## config.mk

```make
export PLATFORM = sky130hd
export DESIGN_NAME = int4_weight_matvec_row_dot_unit_flat
export DESIGN_NICKNAME = d
export VERILOG_FILES = /design/src/hdl/iwmv_pkg.sv /design/src/hdl/iwmv_in_if.sv /design/src/hdl/iwmv_out_if.sv /design/src/hdl/iwmv_front.sv /design/src/hdl/iwmv_queue.sv /design/src/hdl/iwmv_back.sv /design/src/hdl/int4_weight_matvec_row_dot_unit.sv /design/src/flat_wrapper.sv
export VERILOG_INCLUDE_DIRS = /design/src /design/src/hdl
export SDC_FILE = /design/constraint.sdc
export NUM_CORES = 2
export LEC_CHECK = 0
export BUFFER_PORTS_ARGS = -buffer_cell sky130_fd_sc_hd__buf_2
export CAP_MARGIN = 20
export CORE_UTILIZATION = 45
export DETAILED_ROUTE_END_ITERATION = 8
export SYNTH_ARGS = -nofsm -noshare
export SYNTH_HDL_FRONTEND = slang
export SYNTH_SLANG_ARGS = --single-unit
```

## constraint.sdc

```tcl
create_clock -name clk -period 8.6 [get_ports clk]
set_clock_uncertainty 0.05 [all_clocks]
set_input_delay 1.72 -clock clk [delete_from_list [all_inputs] [get_ports clk]]
set_output_delay 1.72 -clock clk [all_outputs]
set_load 0.005 [all_outputs]
```

## src/hdl/int4_weight_matvec_row_dot_unit_macros.svh

```systemverilog
// assertion macros shared by the queue and back end modules of the row dot unit
`ifndef INT4_WEIGHT_MATVEC_ROW_DOT_UNIT_MACROS_SVH
`define INT4_WEIGHT_MATVEC_ROW_DOT_UNIT_MACROS_SVH
`ifndef ASSERT_OFF
// property must hold at every clock edge out of reset
`define ASSERT_CLK(lbl, prop, msg) \
  lbl: assert property (@(posedge clk) disable iff (!rst_n) (prop)) else $error(msg);
// condition must never be seen out of reset
`define ASSERT_NEVER(lbl, cond, msg) \
  lbl: assert property (@(posedge clk) disable iff (!rst_n) !(cond)) else $error(msg);
`else
`define ASSERT_CLK(lbl, prop, msg)
`define ASSERT_NEVER(lbl, cond, msg)
`endif
`endif

```

## src/hdl/iwmv_pkg.sv

```systemverilog
// types, constants and the saturating add of the row dot unit
package iwmv_pkg;

  localparam logic [3:0]        NIB_MASK   = 4'hF;
  localparam logic signed [4:0] NIB_OFFSET = 5'sd8;
  localparam int                ACC_W      = 32;
  localparam int                PROD_W     = 20;
  localparam int                ACT_W      = 16;
  localparam int                RES_W      = 48;

  // one queue entry: both products of an item plus the row end data
  typedef struct packed {
    logic signed [PROD_W-1:0] prod_lo;
    logic signed [PROD_W-1:0] prod_hi;
    logic signed [ACT_W-1:0]  row_scale;
    logic                     row_end;
  } entry_t;

  typedef struct packed {
    logic signed [ACC_W-1:0] sum;
    logic                    ovf;
  } sat_t;

  // add one product to the accumulator, clamping to the 32-bit range
  function automatic sat_t sat_add(logic signed [ACC_W-1:0] acc,
                                   logic signed [PROD_W-1:0] prod);
    logic signed [ACC_W:0] wide;
    sat_t                  res;
    wide = {acc[ACC_W-1], acc} + (ACC_W+1)'(prod);
    res.ovf = (wide[ACC_W] != wide[ACC_W-1]);
    if (!res.ovf) begin
      res.sum = wide[ACC_W-1:0];
    end else if (wide[ACC_W]) begin
      res.sum = {1'b1, {(ACC_W-1){1'b0}}};
    end else begin
      res.sum = {1'b0, {(ACC_W-1){1'b1}}};
    end
    return res;
  endfunction

endpackage

```

## src/hdl/iwmv_in_if.sv

```systemverilog
// input channel: one packed weight byte with its activations
interface iwmv_in_if;
  logic        valid;
  logic        ready;
  logic [7:0]  weight_byte;
  logic signed [15:0] act_low;
  logic signed [15:0] act_high;
  logic        high_valid;
  logic signed [15:0] row_scale;
  logic        row_end;

  modport source (output valid, weight_byte, act_low, act_high, high_valid,
                  row_scale, row_end, input ready);
  modport sink (input valid, weight_byte, act_low, act_high, high_valid,
                row_scale, row_end, output ready);
endinterface

```

## src/hdl/iwmv_out_if.sv

```systemverilog
// result channel: scaled row sum and saturation flag
interface iwmv_out_if;
  logic        valid;
  logic        ready;
  logic signed [47:0] row_result;
  logic        row_saturated;

  modport source (output valid, row_result, row_saturated, input ready);
  modport sink (input valid, row_result, row_saturated, output ready);
endinterface

```

## src/hdl/iwmv_front.sv

```systemverilog
// front end: accepts items, unpacks nibbles and forms both products
module iwmv_front (
  iwmv_in_if.sink         in_ch,
  input  logic            q_full,
  output logic            push,
  output iwmv_pkg::entry_t push_data
);

  logic [3:0]        nib_lo;
  logic [3:0]        nib_hi;
  logic signed [4:0] w_lo;
  logic signed [4:0] w_hi;
  logic signed [iwmv_pkg::PROD_W-1:0] p_lo;
  logic signed [iwmv_pkg::PROD_W-1:0] p_hi;

  // handshake: take an item whenever the queue has room
  assign in_ch.ready = !q_full;
  assign push        = in_ch.valid && !q_full;

  // offset binary nibbles to signed weights
  assign nib_lo = in_ch.weight_byte[3:0] & iwmv_pkg::NIB_MASK;
  assign nib_hi = in_ch.weight_byte[7:4] & iwmv_pkg::NIB_MASK;
  assign w_lo   = signed'({1'b0, nib_lo}) - iwmv_pkg::NIB_OFFSET;
  assign w_hi   = signed'({1'b0, nib_hi}) - iwmv_pkg::NIB_OFFSET;

  // narrow products, high one dropped on an odd tail
  assign p_lo = iwmv_pkg::PROD_W'(w_lo) * iwmv_pkg::PROD_W'(in_ch.act_low);
  assign p_hi = in_ch.high_valid ?
                iwmv_pkg::PROD_W'(w_hi) * iwmv_pkg::PROD_W'(in_ch.act_high) :
                '0;

  always_comb begin
    push_data.prod_lo   = p_lo;
    push_data.prod_hi   = p_hi;
    push_data.row_scale = in_ch.row_scale;
    push_data.row_end   = in_ch.row_end;
  end

endmodule

```

## src/hdl/iwmv_queue.sv

```systemverilog
// short queue between the front and back ends
`include "int4_weight_matvec_row_dot_unit_macros.svh"
module iwmv_queue #(
  parameter int QDEPTH = 4
) (
  input  logic             clk,
  input  logic             rst_n,
  input  logic             push,
  input  iwmv_pkg::entry_t push_data,
  output logic             full,
  input  logic             pop,
  output logic             q_valid,
  output iwmv_pkg::entry_t q_data
);

  localparam int PTR_W = $clog2(QDEPTH);
  localparam int CNT_W = $clog2(QDEPTH + 1);

  iwmv_pkg::entry_t mem [QDEPTH];
  logic [PTR_W-1:0] wr_ptr_r, wr_ptr_nxt;
  logic [PTR_W-1:0] rd_ptr_r, rd_ptr_nxt;
  logic [CNT_W-1:0] count_r, count_nxt;

  assign full    = (count_r == CNT_W'(QDEPTH));
  assign q_valid = (count_r != '0);
  assign q_data  = mem[rd_ptr_r];

  // pointer and fill count update
  always_comb begin
    wr_ptr_nxt = wr_ptr_r;
    rd_ptr_nxt = rd_ptr_r;
    count_nxt  = count_r;
    if (push) begin
      wr_ptr_nxt = (wr_ptr_r == PTR_W'(QDEPTH - 1)) ? '0 : wr_ptr_r + 1'b1;
    end
    if (pop) begin
      rd_ptr_nxt = (rd_ptr_r == PTR_W'(QDEPTH - 1)) ? '0 : rd_ptr_r + 1'b1;
    end
    if (push && !pop) begin
      count_nxt = count_r + 1'b1;
    end else if (pop && !push) begin
      count_nxt = count_r - 1'b1;
    end
  end

  always_ff @(posedge clk) begin
    if (!rst_n) begin
      wr_ptr_r <= '0;
      rd_ptr_r <= '0;
      count_r  <= '0;
    end else begin
      wr_ptr_r <= wr_ptr_nxt;
      rd_ptr_r <= rd_ptr_nxt;
      count_r  <= count_nxt;
    end
  end

  // entry storage
  always_ff @(posedge clk) begin
    if (push) begin
      mem[wr_ptr_r] <= push_data;
    end
  end

  `ASSERT_NEVER(a_q_overfill, count_r > CNT_W'(QDEPTH), "queue count above depth")
  `ASSERT_NEVER(a_q_pop_empty, pop && (count_r == '0), "pop from empty queue")
  `ASSERT_CLK(a_q_count_track, (push && !pop) |=> (count_r == $past(count_r) + 1'b1), "queue count lost a push")

endmodule

```

## src/hdl/iwmv_back.sv

```systemverilog
// back end: saturating accumulate, row scaling and result register
`include "int4_weight_matvec_row_dot_unit_macros.svh"
module iwmv_back (
  input  logic             clk,
  input  logic             rst_n,
  input  logic             q_valid,
  input  iwmv_pkg::entry_t q_data,
  output logic             pop,
  iwmv_out_if.source       out_ch
);

  localparam int ACC_W = iwmv_pkg::ACC_W;
  localparam int RES_W = iwmv_pkg::RES_W;

  logic signed [ACC_W-1:0] acc_r, acc_nxt;
  logic                    ovf_r, ovf_nxt;
  iwmv_pkg::sat_t          s_lo;
  iwmv_pkg::sat_t          s_hi;

  logic                          mul_valid_r, mul_valid_nxt;
  logic signed [ACC_W-1:0]       mul_acc_r;
  logic signed [iwmv_pkg::ACT_W-1:0] mul_scale_r;
  logic                          mul_sat_r;
  logic                          mul_adv;

  logic                    out_valid_r, out_valid_nxt;
  logic signed [RES_W-1:0] out_result_r;
  logic                    out_sat_r;

  // the scale stage moves on when the result register is free
  assign mul_adv = mul_valid_r && (!out_valid_r || out_ch.ready);

  // a row end entry waits for the scale stage, others never wait
  assign pop = q_valid && (!q_data.row_end || !mul_valid_r || mul_adv);

  // low product first, then high
  assign s_lo = iwmv_pkg::sat_add(acc_r, q_data.prod_lo);
  assign s_hi = iwmv_pkg::sat_add(s_lo.sum, q_data.prod_hi);

  // accumulator and flag, cleared after the row end entry
  always_comb begin
    acc_nxt = acc_r;
    ovf_nxt = ovf_r;
    if (pop) begin
      if (q_data.row_end) begin
        acc_nxt = '0;
        ovf_nxt = 1'b0;
      end else begin
        acc_nxt = s_hi.sum;
        ovf_nxt = ovf_r || s_lo.ovf || s_hi.ovf;
      end
    end
  end

  // valid flags of the scale stage and result register
  always_comb begin
    mul_valid_nxt = (mul_valid_r && !mul_adv) || (pop && q_data.row_end);
    out_valid_nxt = mul_adv || (out_valid_r && !out_ch.ready);
  end

  always_ff @(posedge clk) begin
    if (!rst_n) begin
      acc_r       <= '0;
      ovf_r       <= 1'b0;
      mul_valid_r <= 1'b0;
      out_valid_r <= 1'b0;
    end else begin
      acc_r       <= acc_nxt;
      ovf_r       <= ovf_nxt;
      mul_valid_r <= mul_valid_nxt;
      out_valid_r <= out_valid_nxt;
    end
  end

  // payload of the scale stage
  always_ff @(posedge clk) begin
    if (pop && q_data.row_end) begin
      mul_acc_r   <= s_hi.sum;
      mul_scale_r <= q_data.row_scale;
      mul_sat_r   <= ovf_r || s_lo.ovf || s_hi.ovf;
    end
  end

  // 32x16 product into the result register
  always_ff @(posedge clk) begin
    if (mul_adv) begin
      out_result_r <= RES_W'(mul_acc_r) * RES_W'(mul_scale_r);
      out_sat_r    <= mul_sat_r;
    end
  end

  assign out_ch.valid         = out_valid_r;
  assign out_ch.row_result    = out_result_r;
  assign out_ch.row_saturated = out_sat_r;

  `ASSERT_CLK(a_row_clear, (pop && q_data.row_end) |=> ((acc_r == '0) && !ovf_r), "row end did not clear accumulator")
  `ASSERT_CLK(a_mul_hold, (mul_valid_r && !mul_adv) |=> mul_valid_r, "scale stage dropped a row")
  `ASSERT_NEVER(a_row_end_blocked, pop && q_data.row_end && mul_valid_r && !mul_adv, "row end overwrote busy scale stage")

endmodule

```

## src/hdl/int4_weight_matvec_row_dot_unit.sv

```systemverilog
// top level of the 4-bit weight row dot product unit
//
//  channel  dir  handshake          payload
//  in_ch    in   valid / ready      weight_byte, act_low, act_high, high_valid,
//                                   row_scale, row_end
//  out_ch   out  valid / ready      row_result, row_saturated
//
// one item is taken per cycle while the queue has room; the two nibble
// products are formed on entry and summed into the accumulator as the item
// leaves the queue, one item per cycle while no row end item waits for the
// scale stage. a row result passes from its row end item through the scale
// stage register and the 32x16 multiplier into the result register.
// reset is synchronous and clears the accumulator, queue and valid flags.
// a stalled result holds its register and the next row end waits in the scale
// stage; items keep flowing in until a third row end reaches the queue head
// and the queue fills behind it.
module int4_weight_matvec_row_dot_unit #(
  parameter int QDEPTH = 4
) (
  input  logic       clk,
  input  logic       rst_n,
  iwmv_in_if.sink    in_ch,
  iwmv_out_if.source out_ch
);

  logic             push;
  logic             q_full;
  logic             pop;
  logic             q_valid;
  iwmv_pkg::entry_t push_data;
  iwmv_pkg::entry_t q_data;

  // front end: unpack and multiply
  iwmv_front u_front (
    .in_ch     (in_ch),
    .q_full    (q_full),
    .push      (push),
    .push_data (push_data)
  );

  // decoupling queue
  iwmv_queue #(
    .QDEPTH (QDEPTH)
  ) u_queue (
    .clk       (clk),
    .rst_n     (rst_n),
    .push      (push),
    .push_data (push_data),
    .full      (q_full),
    .pop       (pop),
    .q_valid   (q_valid),
    .q_data    (q_data)
  );

  // back end: accumulate and scale
  iwmv_back u_back (
    .clk     (clk),
    .rst_n   (rst_n),
    .q_valid (q_valid),
    .q_data  (q_data),
    .pop     (pop),
    .out_ch  (out_ch)
  );

endmodule
```

## src/flat_wrapper.sv

```systemverilog
// flat-port wrapper written by rule: the top's interface ports become plain ports
module int4_weight_matvec_row_dot_unit_flat 
#(
  parameter int QDEPTH = 4
)
  (clk, rst_n, in_ch_valid, in_ch_weight_byte, in_ch_act_low, in_ch_act_high, in_ch_high_valid, in_ch_row_scale, in_ch_row_end, in_ch_ready, out_ch_valid, out_ch_row_result, out_ch_row_saturated, out_ch_ready);
  iwmv_in_if in_ch_i ();
  iwmv_out_if out_ch_i ();
  input  logic clk;
  input  logic rst_n;
  input wire logic [$bits(in_ch_i.valid)-1:0] in_ch_valid;
  input wire logic [$bits(in_ch_i.weight_byte)-1:0] in_ch_weight_byte;
  input wire logic [$bits(in_ch_i.act_low)-1:0] in_ch_act_low;
  input wire logic [$bits(in_ch_i.act_high)-1:0] in_ch_act_high;
  input wire logic [$bits(in_ch_i.high_valid)-1:0] in_ch_high_valid;
  input wire logic [$bits(in_ch_i.row_scale)-1:0] in_ch_row_scale;
  input wire logic [$bits(in_ch_i.row_end)-1:0] in_ch_row_end;
  output wire logic [$bits(in_ch_i.ready)-1:0] in_ch_ready;
  output wire logic [$bits(out_ch_i.valid)-1:0] out_ch_valid;
  output wire logic [$bits(out_ch_i.row_result)-1:0] out_ch_row_result;
  output wire logic [$bits(out_ch_i.row_saturated)-1:0] out_ch_row_saturated;
  input wire logic [$bits(out_ch_i.ready)-1:0] out_ch_ready;
  assign in_ch_i.valid = in_ch_valid;
  assign in_ch_i.weight_byte = in_ch_weight_byte;
  assign in_ch_i.act_low = in_ch_act_low;
  assign in_ch_i.act_high = in_ch_act_high;
  assign in_ch_i.high_valid = in_ch_high_valid;
  assign in_ch_i.row_scale = in_ch_row_scale;
  assign in_ch_i.row_end = in_ch_row_end;
  assign in_ch_ready = in_ch_i.ready;
  assign out_ch_valid = out_ch_i.valid;
  assign out_ch_row_result = out_ch_i.row_result;
  assign out_ch_row_saturated = out_ch_i.row_saturated;
  assign out_ch_i.ready = out_ch_ready;
  int4_weight_matvec_row_dot_unit #(.QDEPTH(QDEPTH)) u_core (.clk(clk), .rst_n(rst_n), .in_ch(in_ch_i), .out_ch(out_ch_i));
endmodule
```

Word level (Yosys, flattened, before mapping)
Memory sizes are Yosys's and may differ from the RTL's. A register that Yosys moved wholly into a read port is not among the register bits.
Cells that the tools add are included.
{"block": "word_totals", "ff_bits": 140, "latchBits": 0, "ram_bits": 228, "mem_bits_ro": 0, "inputBits": 62, "out_inout_bits": 51, "word_cells": 69, "n_memories": 1}
{"name": "u_core.u_queue.mem", "words": 4, "width": 57, "read_ports": 1, "rd_ports_with_merged_regs": 1, "write_ports": 1, "line_no": "iwmv_queue.sv:19", "rtl": "iwmv_pkg::entry_t mem [QDEPTH];"}
{"block": "classes", "add_sub_neg": 8, "mul": 3, "div_mod_pow": 0, "magnitude_cmp": 0, "n_eq_ne": 5, "n_shift": 0, "mux": 15, "bitwise": 0, "n_reduce_logical": 25}
{"operator": "two-way mux 32 bit", "n": 5}
{"operator": "adder 32 x 20 -> 33 bit", "n": 2}
{"operator": "multiplier 32 x 16 -> 48 bit", "n": 1}
{"operator": "multiplier 5 x 16 -> 20 bit", "n": 2}
{"operator": "two-way mux 20 bit", "n": 1}
{"operator": "subtractor 4 x 4 -> 5 bit, second input constant", "n": 2}
{"operator": "logical AND 1 bit", "n": 8}
{"operator": "zero test 1 bit", "n": 8}
{"operator": "two-way mux 2 bit", "n": 4}
{"operator": "logical OR 1 bit", "n": 7}
{"operator": "two-way mux 3 bit", "n": 2}
{"operator": "adder 2 x 1 -> 2 bit, second input constant", "n": 2}
{"operator": "== test 2 bit, second input constant", "n": 2}
{"operator": "adder 3 x 1 -> 3 bit, second input constant", "n": 1}
{"operator": "== test 3 bit, second input constant", "n": 1}
{"operator": "two-way mux 1 bit", "n": 3}
{"operator": "nonzero test 3 bit", "n": 1}
{"operator": "subtractor 3 x 1 -> 3 bit, second input constant", "n": 1}
{"operator": "inequality test 1 bit", "n": 2}
{"operator": "nonzero test 2 bit", "n": 1}

Longest topological paths before layout
{"block": "depth", "word_depth": 8, "mapped_depth": 27, "ltp_nobuf": 23}

Modules after synthesis
From an unflattened synthesis, not the netlist that was laid out.
{"block": "hier_totals", "cells_unflattened": 3851, "hier_area_um2": 40176.0}
{"module": "iwmv_back", "n_inst": 1, "cells_each": 2797, "area_per_inst_um2": 25737.2, "seq_area_each_um2": 3643.5}
{"module": "iwmv_queue", "n_inst": 1, "cells_each": 341, "area_per_inst_um2": 8677.1, "seq_area_each_um2": 7026.7}
{"module": "iwmv_front", "n_inst": 1, "cells_each": 713, "area_per_inst_um2": 5761.8, "seq_area_each_um2": 0.0}

Worst setup path after synthesis
Ideal clock, no wire load.
{"block": "synth_path", "path_kind": "flip-flop to flip-flop", "startpoint": "register (tool-made name)", "endpoint": "register u_core.u_back.mul_acc_r[21], data pin", "setup_time_ns": 0.261, "t_arrival_ns": 7.011, "t_required_ns": 8.289, "slack_ns": 1.277, "stages_incl_launch_ff": 28, "n_path_buf": 5, "period_less_slack_ns": 7.323, "cell_sequence": "dfxtp_1 buf_1 buf_1 mux4_2 ha_1 clkbuf_1 and3_1 a221o_1 a31o_2 a21o_1 o2111ai_1 a211o_1 o211ai_2 buf_2 o21ai_0 nand2_1 ha_1 fa_1 a211oi_2 o211ai_1 a221oi_2 a21oi_2 a31o_4 a211oi_4 o31ai_4 buf_6 nor4_2 nor2_1"}
{"item": "end signal: assignment", "line_no": "iwmv_back.sv:78", "rtl": "mul_acc_r <= s_hi.sum;"}
{"item": "end: declaration", "line_no": "iwmv_back.sv:21", "rtl": "logic signed [ACC_W-1:0] mul_acc_r;"}

==> results.yml <==
global_route:
  grt_util_all_layers_pct: 20.2
  grt_pass1_vias: 26900
  grt_pass1_wl_um: 144000
  overflow: 0
  gr-max-usage-layer: "met2"
  gr-usage-met2_pct: 33.2
  antenna_found_initial: 5
  use_met3_pct: 3.14
  grtUsageMet1_pct: 28.0
  grt_max_degree: 58
logic_synthesis:
  synth-edff-count: 326
  ys.flop_type: "edfxtp_1"
  synth_top_area_share_pct: 29.6
  synth.distinct_cells: 82
  synth_compound_area_share_pct: 7.55
  synth_fp_nets: 4656
  synthCells: 3755
  syn_area_mm2: 0.0395
  synthArstFlopShare_pct: 0
  ys_seq_elements: 370
  muxShareOfSynthArea_pct: 3.39
  syn_area_per_cell_um2: 10.5
  synth-simple-area-share_pct: 13.1
  ys_seq_area_share_pct: 27.0
  synth_warnings: 0
  synth_fa_ha_area_share_pct: 37.9
  synth_top_family_by_area: "adder cells"
  synth_area_leaders: "fa_1 (30%), edfxtp_1 (25%), ha_1 (8.0%)"
  yosys-top-cells-count: "inv_1 (701), fa_1 (585), nand2_1 (424), edfxtp_1 (326), and2_1 (297)"
  synth_area_leader_cell: "fa_1"
  synth.most_common_cell: "inv_1"
  synth_xor_area_share_pct: 3.06
cts:
  path_clk_slew_ns: 0.06
  clkLatencyLatePin_ns: 0.59
  cts_buffers: 42
  cts_resized: 0
  cts.sinks: 370
  cts_setup_buffers: 0
  htree_num_levels: 2
  hold_buffers: 0
  tritoncts: "built"
  clock-root-buffer: "clkbuf_16"
  cts_buffer_depth: 3
die:
  start_util_pct: 45.5
  die_h_um: 298
  die-area_mm2: 0.0890
  design.core.area_mm2: 0.0869
  die_width_um: 298
  io_pins: 113
  num_rows: 108
run_status:
  outcome: "complete, no violations"
setup_path:
  endpoint: "u_core.u_back.acc_r[1]"
  rrSetupSlack_ns: 0.72
  cp-end-kind: "register"
  cp.required_ns: 9.03
  startpoint_type: "register"
  worstPathArrival_ns: 8.31
  r2r_end: "u_core.u_back.acc_r[1]"
  worstPathMaxFanout: 27
  crit_type: "register to register"
  reg2reg_depth: 22
timing:
  setup_viol: 0
  hold_ws_ns: 0.412
  timing.final.ws_setup_ns: 0.721
  hold_viol_final: 0
  fin_crit_sh_pct: 91.6
  finalSetupTns_ns: 0
  worst_pin_slew_ns: 1.12
  slew_violations: 0
  relSlewSlack_pct: 25.0
  fmax_mhz: 127
  rsz0062_at_grt: "false"
  fin_crit_ns: 7.88
drt:
  detail_route.wl_per_cell_um: 17.5
  ant_nets: 0
  vias_per_cell: 5.18
  drt_pass1_iterations: 5
  drt_iter0_drc: 1537
  via_count: 25900
  drc_errors: 0
  routed_wl_um: 87100
place:
  gp_congestion: 0.923
  portBuffers: 112
  pre_cts_ws_ns: 0.848
  hpwl_um: 68600
finish:
  final.fill_count: 8009
  postLayoutCoreUtil_pct: 49.0
  area_growth_syn_to_layout_pct: 7.72
  fin_nets: 4700
  drive_gt1_share_pct: 8.51
run:
  cap_violations: 0
min_path:
  hp-class: "register to register"
  min-delay-start: "u_core.u_back.acc_r[26]"
  hold-path-cell-count: 2
through the flow:
stage,instances,area (um2)
after floorplan,3755,39500
after global placement,4909,41200
after detailed placement,4910,41200
after CTS,4988,42600
after global routing,4989,42600
final,4989,42600
worst max-delay path, cell delays in order (launching register included):
cell      delay (ns)
dfxtp_4         0.61
mux4_2          0.56
ha_1            0.24
fa_1            0.45
a211oi_1        0.29
o21ai_0         0.14
a31oi_1         0.36
o211ai_1        0.18
a31oi_1         0.29
nor3_1          0.11
a21o_1          0.35
nor2_1          0.51
buf_4           0.26
o21ai_0         0.11
ha_1            0.43
a21oi_1         0.10
o2111a_1        0.28
o311a_1         0.37
a211oi_1        0.37
or3_1           0.34
mux2i_4         0.37
nand3_2         0.59
o21ai_0         0.38
routing by layer:
metal,vias to the layer above,share of wire [%]
li1,12200,-
met1,13000,45
met2,594,47
met3,112,5.2
met4,0,2.4
met5,-,0
flip-flops by register name, indices dropped and copies added (netlist names), named ones only:
register,cells
u_core.u_back.mul_sat_r,1
u_core.u_queue.mem,228
u_core.u_back.out_ch.row_result,48
u_core.u_queue.rd_ptr_r,2
u_core.u_back.mul_valid_r,1
u_core.u_queue.count_r,3
u_core.u_back.mul_scale_r,16
u_core.u_back.ovf_r,1
u_core.u_queue.wr_ptr_r,2
u_core.u_back.out_ch.valid,1
u_core.u_back.out_ch.row_saturated,1
u_core.u_back.acc_r,32
u_core.u_back.mul_acc_r,32
placed cells by master, fill, tap and decap left out, types with 13 or more instances in the layout:
cell,n
clkbuf_16,42
nor3_1,24
mux4_2,57
and3_1,17
o21ai_1,24
a21oi_1,124
dfxtp_1,42
nor2_1,138
o21a_1,18
ha_1,254
o211ai_1,14
nor2b_1,22
fa_1,585
edfxtp_1,326
a21o_1,61
xnor2_1,97
buf_2,113
or2_2,37
a31oi_1,18
buf_4,26
nand2_1,424
and2_1,296
o21bai_1,25
o21ai_0,75
inv_1,701
xor2_1,41
nand3_1,26
clkbuf_1,13
worst min-delay path by stage:
stage / endpoint / slack [ns]
CTS: u_core.u_back.acc_r[20] / 0.42
detailed placement: u_core.u_back.acc_r[20] / 0.41
floorplan: u_core.u_back.out_ch.row_saturated / 0.35
finish: u_core.u_back.acc_r[26] / 0.41
global route: u_core.u_back.acc_r[26] / 0.44
global placement: u_core.u_back.ovf_r / 0.40
kinds of logic after synthesis:
kind of cell,after synthesis
and+or+nand+nor,1051
adders and majority gates,847
buffers and inverters,840
AOI/OAI and AO/OA,448
DFF,370
xor gates and xnor gates,138
muxes,61
layout make-up:
type	instances	area [um2]	share of cell area (%)
Antenna cell	1	2.50	0.00588
Clock buffer	58	1140	2.68
Clock inverter	20	231	0.544
Inverter	701	2630	6.18
Multi-Input combinational cell	2545	25700	60.3
Sequential cell	370	10700	25.1
Tap cell	1155	1450	3.40
Timing Repair Buffer	139	761	1.79
Power is left out: the tool's default activity adds up to more than one toggle a clock period on the data nets, which glitch-free logic cannot reach.
